===== config.mk =====
export PLATFORM = sky130hd
export DESIGN_NAME = hsv_to_rgb_converter_unit
export DESIGN_NICKNAME = d
export VERILOG_FILES = /design/src/rtl/core/hsvrgb_pkg.sv /design/src/rtl/core/hsvrgb_prep.sv /design/src/rtl/core/hsvrgb_ramp.sv /design/src/rtl/core/hsvrgb_mix.sv /design/src/rtl/core/hsv_to_rgb_converter_unit.sv
export SDC_FILE = /design/constraint.sdc
export NUM_CORES = 1
export LEC_CHECK = 0
export BUFFER_PORTS_ARGS = -buffer_cell sky130_fd_sc_hd__buf_2
export CELL_PAD_IN_SITES_DETAIL_PLACEMENT = 1
export CELL_PAD_IN_SITES_GLOBAL_PLACEMENT = 1
export CORE_MARGIN = 10
export CORE_UTILIZATION = 40
export DETAILED_ROUTE_END_ITERATION = 16
export PLACE_DENSITY = 0.74
export SLEW_MARGIN = 15
export SYNTH_ARGS = -nofsm -noshare
export SYNTH_HDL_FRONTEND = slang
export SYNTH_HIERARCHICAL = 1
export SYNTH_SLANG_ARGS = --single-unit

===== constraint.sdc =====
create_clock -name i_clk -period 13 [get_ports i_clk]
set_input_delay 2.6 -clock i_clk [delete_from_list [all_inputs] [get_ports i_clk]]
set_output_delay 2.6 -clock i_clk [all_outputs]
set_load 0.02 [all_outputs]

===== src/rtl/core/hsvrgb_pkg.sv =====
// Shared types, constants and helper functions for the HSV to RGB converter.
package hsvrgb_pkg;

    localparam int HUE_PERIOD  = 360;
    localparam int SECTOR_DEG  = 60;
    localparam int FULL_SCALE  = 255;
    localparam int RAMP_PERIOD = 510;
    // Reciprocal of the hue period scaled by 2**HUE_RECIP_SHIFT, rounded down.
    localparam int HUE_RECIP_SHIFT = 24;
    localparam int HUE_RECIP       = (1 << HUE_RECIP_SHIFT) / HUE_PERIOD;

    typedef struct packed {
        logic [15:0] hue;
        logic [7:0]  saturation;
        logic [7:0]  brightness;
    } t_hsv;

    typedef struct packed {
        logic [7:0] red;
        logic [7:0] green;
        logic [7:0] blue;
    } t_rgb;

    typedef enum logic [2:0] {
        SEC_0 = 3'd0,
        SEC_1 = 3'd1,
        SEC_2 = 3'd2,
        SEC_3 = 3'd3,
        SEC_4 = 3'd4,
        SEC_5 = 3'd5
    } t_sector;

    typedef struct packed {
        logic [8:0] hue;
        logic [7:0] chroma;
        logic [7:0] brightness;
    } t_hcv;

    typedef struct packed {
        logic [15:0] x_prod;
        logic [7:0]  chroma;
        logic [7:0]  brightness;
        t_sector     sector;
    } t_xcv;

    // Exact floor(p / 255) for any product of two 8-bit values.
    function automatic logic [7:0] div255(input logic [15:0] p);
        logic [16:0] sum;
        sum = 17'(p) + 17'(p[15:8]) + 17'd1;
        return sum[15:8];
    endfunction

endpackage


===== src/rtl/core/hsvrgb_prep.sv =====
// Hue reduction modulo 360 and chroma calculation, two register stages.
module hsvrgb_prep import hsvrgb_pkg::*; (
    input  logic  i_clk,
    input  logic  i_rst_n,
    input  logic  i_valid,
    output logic  o_ready,
    input  t_hsv  i_hsv,
    output logic  o_valid,
    input  logic  i_ready,
    output t_hcv  o_hcv
);

    logic        r_vld1;
    logic        r_vld2;
    logic        n_en1;
    logic        n_en2;
    logic [7:0]  r_quot;
    logic [15:0] r_hue;
    logic [15:0] r_sv;
    logic [7:0]  r_bright1;
    t_hcv        r_hcv;

    logic [31:0] n_prod;
    logic [16:0] n_qm;
    logic [16:0] n_rem;
    t_hcv        n_hcv;

    assign n_en2   = !r_vld2 || i_ready;
    assign n_en1   = !r_vld1 || n_en2;
    assign o_ready = n_en1;
    assign o_valid = r_vld2;
    assign o_hcv   = r_hcv;

    always_comb begin
        n_prod = 32'(i_hsv.hue) * 32'(HUE_RECIP);
        n_qm   = 17'(r_quot) * 17'(HUE_PERIOD);
        n_rem  = 17'(r_hue) - n_qm;
        if (n_rem >= 17'(HUE_PERIOD)) begin
            n_hcv.hue = 9'(n_rem - 17'(HUE_PERIOD));
        end else begin
            n_hcv.hue = 9'(n_rem);
        end
        n_hcv.chroma     = div255(r_sv);
        n_hcv.brightness = r_bright1;
    end

    always_ff @(posedge i_clk) begin
        if (!i_rst_n) begin
            r_vld1 <= 1'b0;
            r_vld2 <= 1'b0;
        end else begin
            if (n_en1) begin
                r_vld1 <= i_valid;
            end
            if (n_en2) begin
                r_vld2 <= r_vld1;
            end
        end
    end

    always_ff @(posedge i_clk) begin
        if (n_en1) begin
            r_quot    <= n_prod[HUE_RECIP_SHIFT +: 8];
            r_hue     <= i_hsv.hue;
            r_sv      <= 16'(i_hsv.saturation) * 16'(i_hsv.brightness);
            r_bright1 <= i_hsv.brightness;
        end
        if (n_en2) begin
            r_hcv <= n_hcv;
        end
    end

endmodule


===== src/rtl/core/hsvrgb_ramp.sv =====
// Ramp, sector selection and secondary product, two register stages.
module hsvrgb_ramp import hsvrgb_pkg::*; (
    input  logic  i_clk,
    input  logic  i_rst_n,
    input  logic  i_valid,
    output logic  o_ready,
    input  t_hcv  i_hcv,
    output logic  o_valid,
    input  logic  i_ready,
    output t_xcv  o_xcv
);

    logic       r_vld3;
    logic       r_vld4;
    logic       n_en3;
    logic       n_en4;
    logic [7:0] r_weight;
    logic [7:0] r_chroma;
    logic [7:0] r_bright;
    t_sector    r_sector;
    t_xcv       r_xcv;

    logic [13:0] n_h17;
    logic [10:0] n_raw;
    logic [8:0]  n_ramp;
    logic [7:0]  n_dist;
    t_sector     n_sector;

    assign n_en4   = !r_vld4 || i_ready;
    assign n_en3   = !r_vld3 || n_en4;
    assign o_ready = n_en3;
    assign o_valid = r_vld4;
    assign o_xcv   = r_xcv;

    always_comb begin
        // 255 / 60 is exactly 17 / 4.
        n_h17 = 14'({i_hcv.hue, 4'b0000}) + 14'(i_hcv.hue);
        n_raw = n_h17[12:2];
        priority if (n_raw >= 11'(2 * RAMP_PERIOD)) begin
            n_ramp = 9'(n_raw - 11'(2 * RAMP_PERIOD));
        end else if (n_raw >= 11'(RAMP_PERIOD)) begin
            n_ramp = 9'(n_raw - 11'(RAMP_PERIOD));
        end else begin
            n_ramp = 9'(n_raw);
        end
        if (n_ramp >= 9'(FULL_SCALE)) begin
            n_dist = 8'(n_ramp - 9'(FULL_SCALE));
        end else begin
            n_dist = 8'(9'(FULL_SCALE) - n_ramp);
        end
        priority if (i_hcv.hue < 9'(SECTOR_DEG)) begin
            n_sector = SEC_0;
        end else if (i_hcv.hue < 9'(2 * SECTOR_DEG)) begin
            n_sector = SEC_1;
        end else if (i_hcv.hue < 9'(3 * SECTOR_DEG)) begin
            n_sector = SEC_2;
        end else if (i_hcv.hue < 9'(4 * SECTOR_DEG)) begin
            n_sector = SEC_3;
        end else if (i_hcv.hue < 9'(5 * SECTOR_DEG)) begin
            n_sector = SEC_4;
        end else begin
            n_sector = SEC_5;
        end
    end

    always_ff @(posedge i_clk) begin
        if (!i_rst_n) begin
            r_vld3 <= 1'b0;
            r_vld4 <= 1'b0;
        end else begin
            if (n_en3) begin
                r_vld3 <= i_valid;
            end
            if (n_en4) begin
                r_vld4 <= r_vld3;
            end
        end
    end

    always_ff @(posedge i_clk) begin
        if (n_en3) begin
            r_weight <= 8'(FULL_SCALE) - n_dist;
            r_chroma <= i_hcv.chroma;
            r_bright <= i_hcv.brightness;
            r_sector <= n_sector;
        end
        if (n_en4) begin
            r_xcv.x_prod     <= 16'(r_chroma) * 16'(r_weight);
            r_xcv.chroma     <= r_chroma;
            r_xcv.brightness <= r_bright;
            r_xcv.sector     <= r_sector;
        end
    end

endmodule


===== src/rtl/core/hsvrgb_mix.sv =====
// Component placement by sector and offset addition, registered output stage.
module hsvrgb_mix import hsvrgb_pkg::*; (
    input  logic  i_clk,
    input  logic  i_rst_n,
    input  logic  i_valid,
    output logic  o_ready,
    input  t_xcv  i_xcv,
    output logic  o_valid,
    input  logic  i_ready,
    output t_rgb  o_rgb
);

    logic       r_vld5;
    logic       n_en5;
    t_rgb       r_rgb;
    t_rgb       n_rgb;
    logic [7:0] n_x;
    logic [7:0] n_c;
    logic [7:0] n_m;

    assign n_en5   = !r_vld5 || i_ready;
    assign o_ready = n_en5;
    assign o_valid = r_vld5;
    assign o_rgb   = r_rgb;

    always_comb begin
        n_x = div255(i_xcv.x_prod);
        n_c = i_xcv.chroma;
        n_m = i_xcv.brightness - i_xcv.chroma;
        unique case (i_xcv.sector)
            SEC_0: begin
                n_rgb = '{red: n_c, green: n_x, blue: 8'd0};
            end
            SEC_1: begin
                n_rgb = '{red: n_x, green: n_c, blue: 8'd0};
            end
            SEC_2: begin
                n_rgb = '{red: 8'd0, green: n_c, blue: n_x};
            end
            SEC_3: begin
                n_rgb = '{red: 8'd0, green: n_x, blue: n_c};
            end
            SEC_4: begin
                n_rgb = '{red: n_x, green: 8'd0, blue: n_c};
            end
            default: begin
                n_rgb = '{red: n_c, green: 8'd0, blue: n_x};
            end
        endcase
        n_rgb.red   = n_rgb.red + n_m;
        n_rgb.green = n_rgb.green + n_m;
        n_rgb.blue  = n_rgb.blue + n_m;
    end

    always_ff @(posedge i_clk) begin
        if (!i_rst_n) begin
            r_vld5 <= 1'b0;
        end else if (n_en5) begin
            r_vld5 <= i_valid;
        end
    end

    always_ff @(posedge i_clk) begin
        if (n_en5) begin
            r_rgb <= n_rgb;
        end
    end

endmodule


===== src/rtl/core/hsv_to_rgb_converter_unit.sv =====
// Top level of the five-stage HSV to RGB converter pipeline.
//
//   Channel   Valid     Ready     Beat
//   input     i_valid   o_ready   i_hsv (hue, saturation, brightness)
//   output    o_valid   i_ready   o_rgb (red, green, blue)
//
// One beat is taken per cycle unless a stalled output has filled every stage.
// The pipeline depth is set by the two multiplier stages and the two divisions by 255.
// Every stage holds its own valid bit, so an empty stage fills even while the output stalls.
// Synchronous reset clears the valid bits only; payload registers keep their contents.
module hsv_to_rgb_converter_unit import hsvrgb_pkg::*; (
    input  logic i_clk,
    input  logic i_rst_n,
    input  logic i_valid,
    output logic o_ready,
    input  t_hsv i_hsv,
    output logic o_valid,
    input  logic i_ready,
    output t_rgb o_rgb
);

    logic prep_valid;
    logic ramp_ready;
    t_hcv prep_hcv;
    logic ramp_valid;
    logic mix_ready;
    t_xcv ramp_xcv;

    hsvrgb_prep u_prep (
        .i_clk   (i_clk),
        .i_rst_n (i_rst_n),
        .i_valid (i_valid),
        .o_ready (o_ready),
        .i_hsv   (i_hsv),
        .o_valid (prep_valid),
        .i_ready (ramp_ready),
        .o_hcv   (prep_hcv)
    );

    hsvrgb_ramp u_ramp (
        .i_clk   (i_clk),
        .i_rst_n (i_rst_n),
        .i_valid (prep_valid),
        .o_ready (ramp_ready),
        .i_hcv   (prep_hcv),
        .o_valid (ramp_valid),
        .i_ready (mix_ready),
        .o_xcv   (ramp_xcv)
    );

    hsvrgb_mix u_mix (
        .i_clk   (i_clk),
        .i_rst_n (i_rst_n),
        .i_valid (ramp_valid),
        .o_ready (mix_ready),
        .i_xcv   (ramp_xcv),
        .o_valid (o_valid),
        .i_ready (i_ready),
        .o_rgb   (o_rgb)
    );

`ifndef SYNTHESIS
    a_chroma_bound: assert property (@(posedge i_clk) disable iff (!i_rst_n)
        prep_valid |-> (prep_hcv.chroma <= prep_hcv.brightness))
        else $error("chroma exceeds brightness");

    a_hue_range: assert property (@(posedge i_clk) disable iff (!i_rst_n)
        prep_valid |-> (prep_hcv.hue < 9'(HUE_PERIOD)))
        else $error("reduced hue out of range");

    a_xprod_bound: assert property (@(posedge i_clk) disable iff (!i_rst_n)
        ramp_valid |-> (ramp_xcv.x_prod <= 16'(ramp_xcv.chroma) * 16'(FULL_SCALE)))
        else $error("secondary product exceeds chroma");

    a_stall_full: assert property (@(posedge i_clk) disable iff (!i_rst_n)
        !o_ready |-> (o_valid && !i_ready && ramp_valid && prep_valid))
        else $error("input stalled with a free stage");
`endif

endmodule


# After elaboration in Yosys (flattened, before gate mapping)
# Cells that the tools add are included.
dict set report word_totals {
  ff_bits 164
  latch_bits 0
  ram_bits 0
  rom_bits 0
  inputBits 36
  output_inout_bits 26
  elab_cells 80
  memories 0
}
dict set report classes {
  add_sub_neg 16
  multipliers 4
  div 0
  magnitude_cmp 9
  eq_ne 4
  shifts 0
  mux 9
  bitwise_logic 0
  reduce_logical 13
}
# cell count
set ops {}
lappend ops {{24-bit case mux with 5 select lines} 1}
lappend ops {{16-bit by 1-bit adder with 16-bit output, second input constant} 2}
lappend ops {{16-bit by 8-bit adder with 16-bit output} 2}
lappend ops {{16-bit by 16-bit multiplier with 32-bit output, second input constant} 1}
lappend ops {{8-bit by 8-bit multiplier with 16-bit output} 2}
lappend ops {{9-bit 2-to-1 mux} 3}
lappend ops {{9-bit subtractor, second input constant} 3}
lappend ops {{8-bit adder} 3}
lappend ops {{9-bit by 8-bit less-than comparator with 1-bit output, second input constant} 2}
lappend ops {{17-bit by 9-bit >= comparator with 1-bit output, second input constant} 1}
lappend ops {{16-bit by 17-bit subtractor with 17-bit output} 1}
lappend ops {{8-bit subtractor, first input constant} 2}
lappend ops {{8-bit by 6-bit multiplier with 14-bit output, second input constant} 1}
lappend ops {{13-bit by 9-bit adder with 13-bit output} 1}
lappend ops {{11-bit by 10-bit >= comparator with 1-bit output, second input constant} 1}
lappend ops {{11-bit by 9-bit >= comparator with 1-bit output, second input constant} 1}
lappend ops {{9-bit by 8-bit >= comparator with 1-bit output, second input constant} 1}
lappend ops {{9-bit by 6-bit less-than comparator with 1-bit output, second input constant} 1}
lappend ops {{9-bit by 7-bit less-than comparator with 1-bit output, second input constant} 1}
lappend ops {{9-bit less-than comparator, second input constant} 1}
lappend ops {{8-bit 2-to-1 mux} 1}
lappend ops {{8-bit subtractor} 1}
lappend ops {{8-bit subtractor, second input constant} 1}
lappend ops {{3-bit by 2-bit == test with 1-bit output, second input constant} 2}
lappend ops {{9 further kinds} 19}

# Longest topological paths before layout
dict set report logic_depth {
  ltp_word 7
  mapped_depth 25
  depth_no_buf 25
}

# Cells and area by module
# Netlist, hierarchy kept.
# module instances cells_each area_each_um2 seq_area_each_um2
set by_module_without_submodules {}
lappend by_module_without_submodules {hsvrgb_prep 1 948 9963.3 2232.1}
lappend by_module_without_submodules {hsvrgb_ramp 1 497 5293.8 1901.8}
lappend by_module_without_submodules {hsvrgb_mix 1 318 2834.0 740.7}

# Worst setup path before layout
# OpenSTA, ideal clock, no wires.
dict set report synth_timing {
  path_type {in2out}
  from {input port i_ready}
  to {output port o_ready}
  arrival_time_ns 5.508
  t_required_ns 10.400
  setup_slack_ns 4.892
  path_stages 5
  path_buffers 0
  path_cell_list {nand2b_1 nor2b_1 nand2_1 nor2b_1 nand2_1}
}
dict set report synth_between {
  elab_chain_len 5
}
# element line
set synth_rtl {}
lappend synth_rtl {{start, declared} hsv_to_rgb_converter_unit.sv:18} ;# input logic i_ready,
lappend synth_rtl {{1-bit logical OR} hsvrgb_mix.sv:21} ;# assign n_en5 = !r_vld5 || i_ready;
lappend synth_rtl {{1-bit logical OR} hsvrgb_ramp.sv:29} ;# assign n_en4 = !r_vld4 || i_ready;
lappend synth_rtl {{1-bit logical OR} hsvrgb_ramp.sv:30} ;# assign n_en3 = !r_vld3 || n_en4;
lappend synth_rtl {{via ramp_ready} hsv_to_rgb_converter_unit.sv:23} ;# logic ramp_ready;
lappend synth_rtl {{1-bit logical OR} hsvrgb_prep.sv:28} ;# assign n_en2 = !r_vld2 || i_ready;
lappend synth_rtl {{1-bit logical OR} hsvrgb_prep.sv:29} ;# assign n_en1 = !r_vld1 || n_en2;
lappend synth_rtl {{end, declared} hsv_to_rgb_converter_unit.sv:15} ;# output logic o_ready,
# The timed path passes the listed nets, and every way through them passes these cells.

# Worst setup path in the final report
dict set report layout_timing {
  from {input port i_ready}
  to {output port o_ready}
}
dict set report layout_between {
  elab_chain_len 5
}
# element line
set layout_rtl {}
lappend layout_rtl {{1-bit logical OR} hsvrgb_mix.sv:21}
lappend layout_rtl {{via mix_ready} hsv_to_rgb_converter_unit.sv:26} ;# logic mix_ready;
lappend layout_rtl {{1-bit logical OR} hsvrgb_ramp.sv:29}
lappend layout_rtl {{1-bit logical OR} hsvrgb_ramp.sv:30}
lappend layout_rtl {{via ramp_ready} hsv_to_rgb_converter_unit.sv:23}
lappend layout_rtl {{1-bit logical OR} hsvrgb_prep.sv:28}
lappend layout_rtl {{1-bit logical OR} hsvrgb_prep.sv:29}
# The timed path passes the listed nets, and every way through them passes these cells.

==> results.md <==
- The flow ran to the end, and the final reports show no timing, DRC or antenna violations.
- Across all hold checks on the routed design, the worst slack comes to 0.418 ns.
- The die covers 54100 um2.
- The die is about 230 um tall.
- The post-synthesis compound-gate area fraction is 0.119.
- The register area share after synthesis is 0.269.
- For the worst setup path, the data required time is between 10 and 15 ns.
- The number of global-route vias before repair is roughly 14000.
- The synthesized cell area is 18100 um2.
- The detailed router's first-iteration violation count is 503.
- The share of synthesized area spent on multiplexers is 0.00443.
- In this run the horizontal extent of the chip is between 200 and 250 um.
- The wire length per cell is 17.9 um.
- The global routing stage identified its most utilized layer as met2.
- The total clock buffers created by CTS is 17.
- TritonCTS built the clock tree.
- The number of nets in the synthesized netlist is 2228.
- Of the total synthesized cell area, the portion taken by XOR and XNOR cells is 0.0500.
- The library cell contributing the largest single delay on the critical path is nand2_1.
- Once the clock tree was built, the resizer swapped 0 gates to a different size.
- The flip-flop and latch count after synthesis is 164.
- The clock drives approximately 160 sinks.
- After detailed routing, the number of vias per cell comes to between 5 and 6.
- In the final layout, the share of cells above drive strength 1 is 0.0848.
- The Yosys step of the flow raised 6 warnings.
- The top-level port count is slightly above 60.
- STA classifies the critical path startpoint as a primary input.
- The cts-stage hold buffer count is 0.
- The detailed-router iteration count before antenna repair is 4.
- The global-route track usage on met3 is 0.0214.
- The register clock-pin slew on the reported worst setup and hold paths is about 0.07 ns.
- The number of nets with antenna violations after detailed routing is 0.
- The async set-reset flop share out of synthesis is 0.
- By area, the combinational part of the netlist is dominated by adder cells.
- The final estimated routing congestion in global placement is about 0.87.
- The clock network latency to the later pin of the worst-skew pair is around 0.46 ns.
- Setup repair after global routing left no endpoint under its margin.
- For this run, the leading register cell type out of synthesis is edfxtp_1.
- The all-layer global routing usage is 0.165.
- The initial antenna violation count was 1.
- Derived from the worst setup path, the maximum achievable clock frequency is about 0.13 GHz.
- In the global route stage, met1 resource usage came out at 0.204.
- The number of hold-slack violations in the final timing report is 0.
- The buffer type at the clock tree root is clkbuf_16.
- Counting every instance in the synthesized netlist gives ~1800.
- The placed cell count is 2400.
- The class of the tightest hold or removal check is register to register.
- The placed wire-length estimate after detailed placement is between 30 and 40 mm.
- The layout overhead on the synthesized area is 8.47%.
- The number of synthesized flops with an enable pin is roughly 160.
- The worst stage delay on the critical path is 0.66 ns.
- Dividing the synthesized area by the synthesized cell count gives ~10 um2.
- After detailed routing, the total wire length is 43.6 mm.
- The critical setup path kind is primary input to output pin.
- The clock tree synthesis step divided the H-tree into 4 levels.
- In the finished design, the share of the clock period the worst path needs comes to 0.607.
- The initial core utilization is 0.406.
- The number of max-slew violations in the final report came to 0.
- After routing, the total negative slack on setup checks comes to 0 ns.
- The final net count is 2292.
- For this run the aggregate overflow at the end of global routing stands at 0.
- The worst max-slew margin expressed relative to the limit is 0.293.
- The filler-free cell count of the finished design is roughly 2400.
- The critical path endpoint category is an output pin.
- The fraction of the mapped netlist area in adder cells is 0.361.
- Max-cap violations in this run came to 0.
- For the final database, setup skew stands at roughly 0.013 ns.
- The first-pass GRT wire length is approximately 72 mm.
- At the pin with the least slew margin, the transition time is between 1 and 1.5 ns.
- Of the total synthesized cell area, the portion taken by AND, OR, NAND and NOR gates is 0.124.
- After filler insertion, the fill cell instance count of the layout stands at about 5000.
- The number of rows created at floorplan is 77.
- The post-route minimum period is around 8 ns.
- The setup-violating endpoint count in the final report is 0.
- During placement, the flow inserted port buffers numbering 61.
- The antenna diode instance count is 0.
- The detailed router placed 12783 vias in this run.
- For met2 alone, demand over resource in global routing was 0.293.
- The number of post-CTS setup repair buffers is 0.
- The clock passes through at most 2 buffers.
- After detailed routing, the number of remaining DRC violations is 0.
- Traced cell by cell, the critical path runs through buf_2 > nand2b_2 > nor2b_1 > nand2_1 > nor2b_1 > nand2_2 > buf_4 > buf_2.
- The pin count of the biggest net entering global routing is 44.
- Along the worst path, the maximum fanout reaches 28.
- The data arrival time of the worst path is around 5.3 ns.
- Counting distinct cell types in the post-synthesis netlist gives a little over 100.
- The floorplan step defined a core boundary enclosing approximately 45000 um2.
- The post-layout utilization of the core is 0.441.
==> layout make-up <==
type / count / area (um2) / area share
clock buffers: 17 / 425 / 0.0217
clock inverters: 15 / 141 / 0.00721
inverters: 316 / 1190 / 0.0604
multi-input cells: 1262 / 11900 / 0.607
flip-flops and latches: 164 / 4870 / 0.248
well taps: 592 / 741 / 0.0377
repair buffers: 66 / 343 / 0.0175
==> layer usage <==
layer	vias up	routed length [um]	share of wire
met5	-	19	0.00044
met4	2	1050	0.024
met3	54	1030	0.024
met2	162	22200	0.51
met1	6415	19300	0.44
li1	6150	-	-
==> critical path: cells and delay by family <==
kind	cells	cell delay (ns)
buffers and inverters	3	0.55
AND/OR/NAND/NOR	5	2.13
==> final timing paths <==
path               startpoint                 end  slack (ns)  depth (start not counted)
max reg2reg  u_prep/r_quot[3]    u_prep/o_hcv[22]        7.16                         22
max                   i_ready             o_ready        5.11                          8
min reg2reg   u_prep/o_hcv[0]  u_ramp/r_bright[0]        0.42                          0
min           u_prep/o_hcv[0]  u_ramp/r_bright[0]        0.42                          0
==> cell usage in the layout, fill, tap and decap left out, types with 5 or more instances in the layout <==
cell	netlist	layout
inv_1	314	314
ha_1	273	273
edfxtp_1	159	159
fa_1	156	156
nand2_1	120	119
nor2_1	85	85
a21oi_1	79	79
and2_1	74	74
xnor2_1	68	68
buf_2	3	61
o21ai_0	41	41
xor2_1	26	26
nand3_1	26	26
a21o_1	24	24
nor2b_1	19	19
nand2b_1	19	18
nor3_1	18	18
clkbuf_16	0	17
o21a_1	16	16
nand4_1	11	11
a211oi_1	11	11
a31oi_1	11	11
o31ai_1	9	9
a21boi_0	9	9
and3_1	8	8
o21bai_1	8	8
nor4_1	7	7
inv_6	0	5
buf_4	5	5
o211ai_1	5	5
mux2i_1	5	5
dfxtp_1	5	5
o21ai_1	5	5
==> flip-flops by register name (all words and copies together), names as in the netlist, 16 cells and up <==
signal / count
u_mix/o_rgb: 24
u_prep/o_hcv: 25
u_prep/r_hue: 16
u_prep/r_sv: 16
u_ramp/o_xcv: 35
==> metrics by stage <==
step                      setup slack [ns]  area (um2)
after floorplan                       4.89       18100
after global routing                  4.78       19600
final                                 5.11       19600
after global placement                4.91       19100
after detailed placement              4.63       19100
after CTS                             4.63       19600
==> Yosys cell counts, types with 4 or more instances <==
library cell	instances	share of area
nand3_1	26	0.0072
o31ai_1	9	0.0037
xor2_1	26	0.013
mux2i_1	5	0.0028
o21ai_1	5	0.0014
inv_1	314	0.065
nor2_2	4	0.0014
ha_1	273	0.19
a211oi_2	4	0.0028
o21a_1	16	0.0066
nand2_1	120	0.025
o21ai_0	41	0.011
o221ai_1	4	0.0019
or2_2	4	0.0014
a21oi_1	79	0.022
nand2b_1	19	0.0066
o21bai_1	8	0.0033
a31oi_1	11	0.0038
fa_1	156	0.17
buf_4	5	0.0021
dfxtp_1	5	0.0055
nor2_1	85	0.018
and2_1	74	0.026
nor4_1	7	0.0024
o41ai_1	4	0.0019
xnor2_1	68	0.033
o211ai_1	5	0.0021
a211oi_1	11	0.0046
nand4_1	11	0.0038
clkbuf_1	10	0.0021
and3_1	8	0.0028
a21o_1	24	0.010
o22ai_1	4	0.0014
a21boi_0	9	0.0037
nor2b_1	19	0.0066
edfxtp_1	159	0.26
nor3_1	18	0.0050
==> cell families after synthesis <==
| group | count (synthesis) |
|---|---|
| xor+xnor | 99 |
| mux | 7 |
| fa+ha+maj | 429 |
| simple gates | 432 |
| buf+inv | 337 |
| compound gates | 295 |
| flops | 164 |
Power is left out: the tool's default activity adds up to more than one toggle a clock period on the data nets, which glitch-free logic cannot reach.
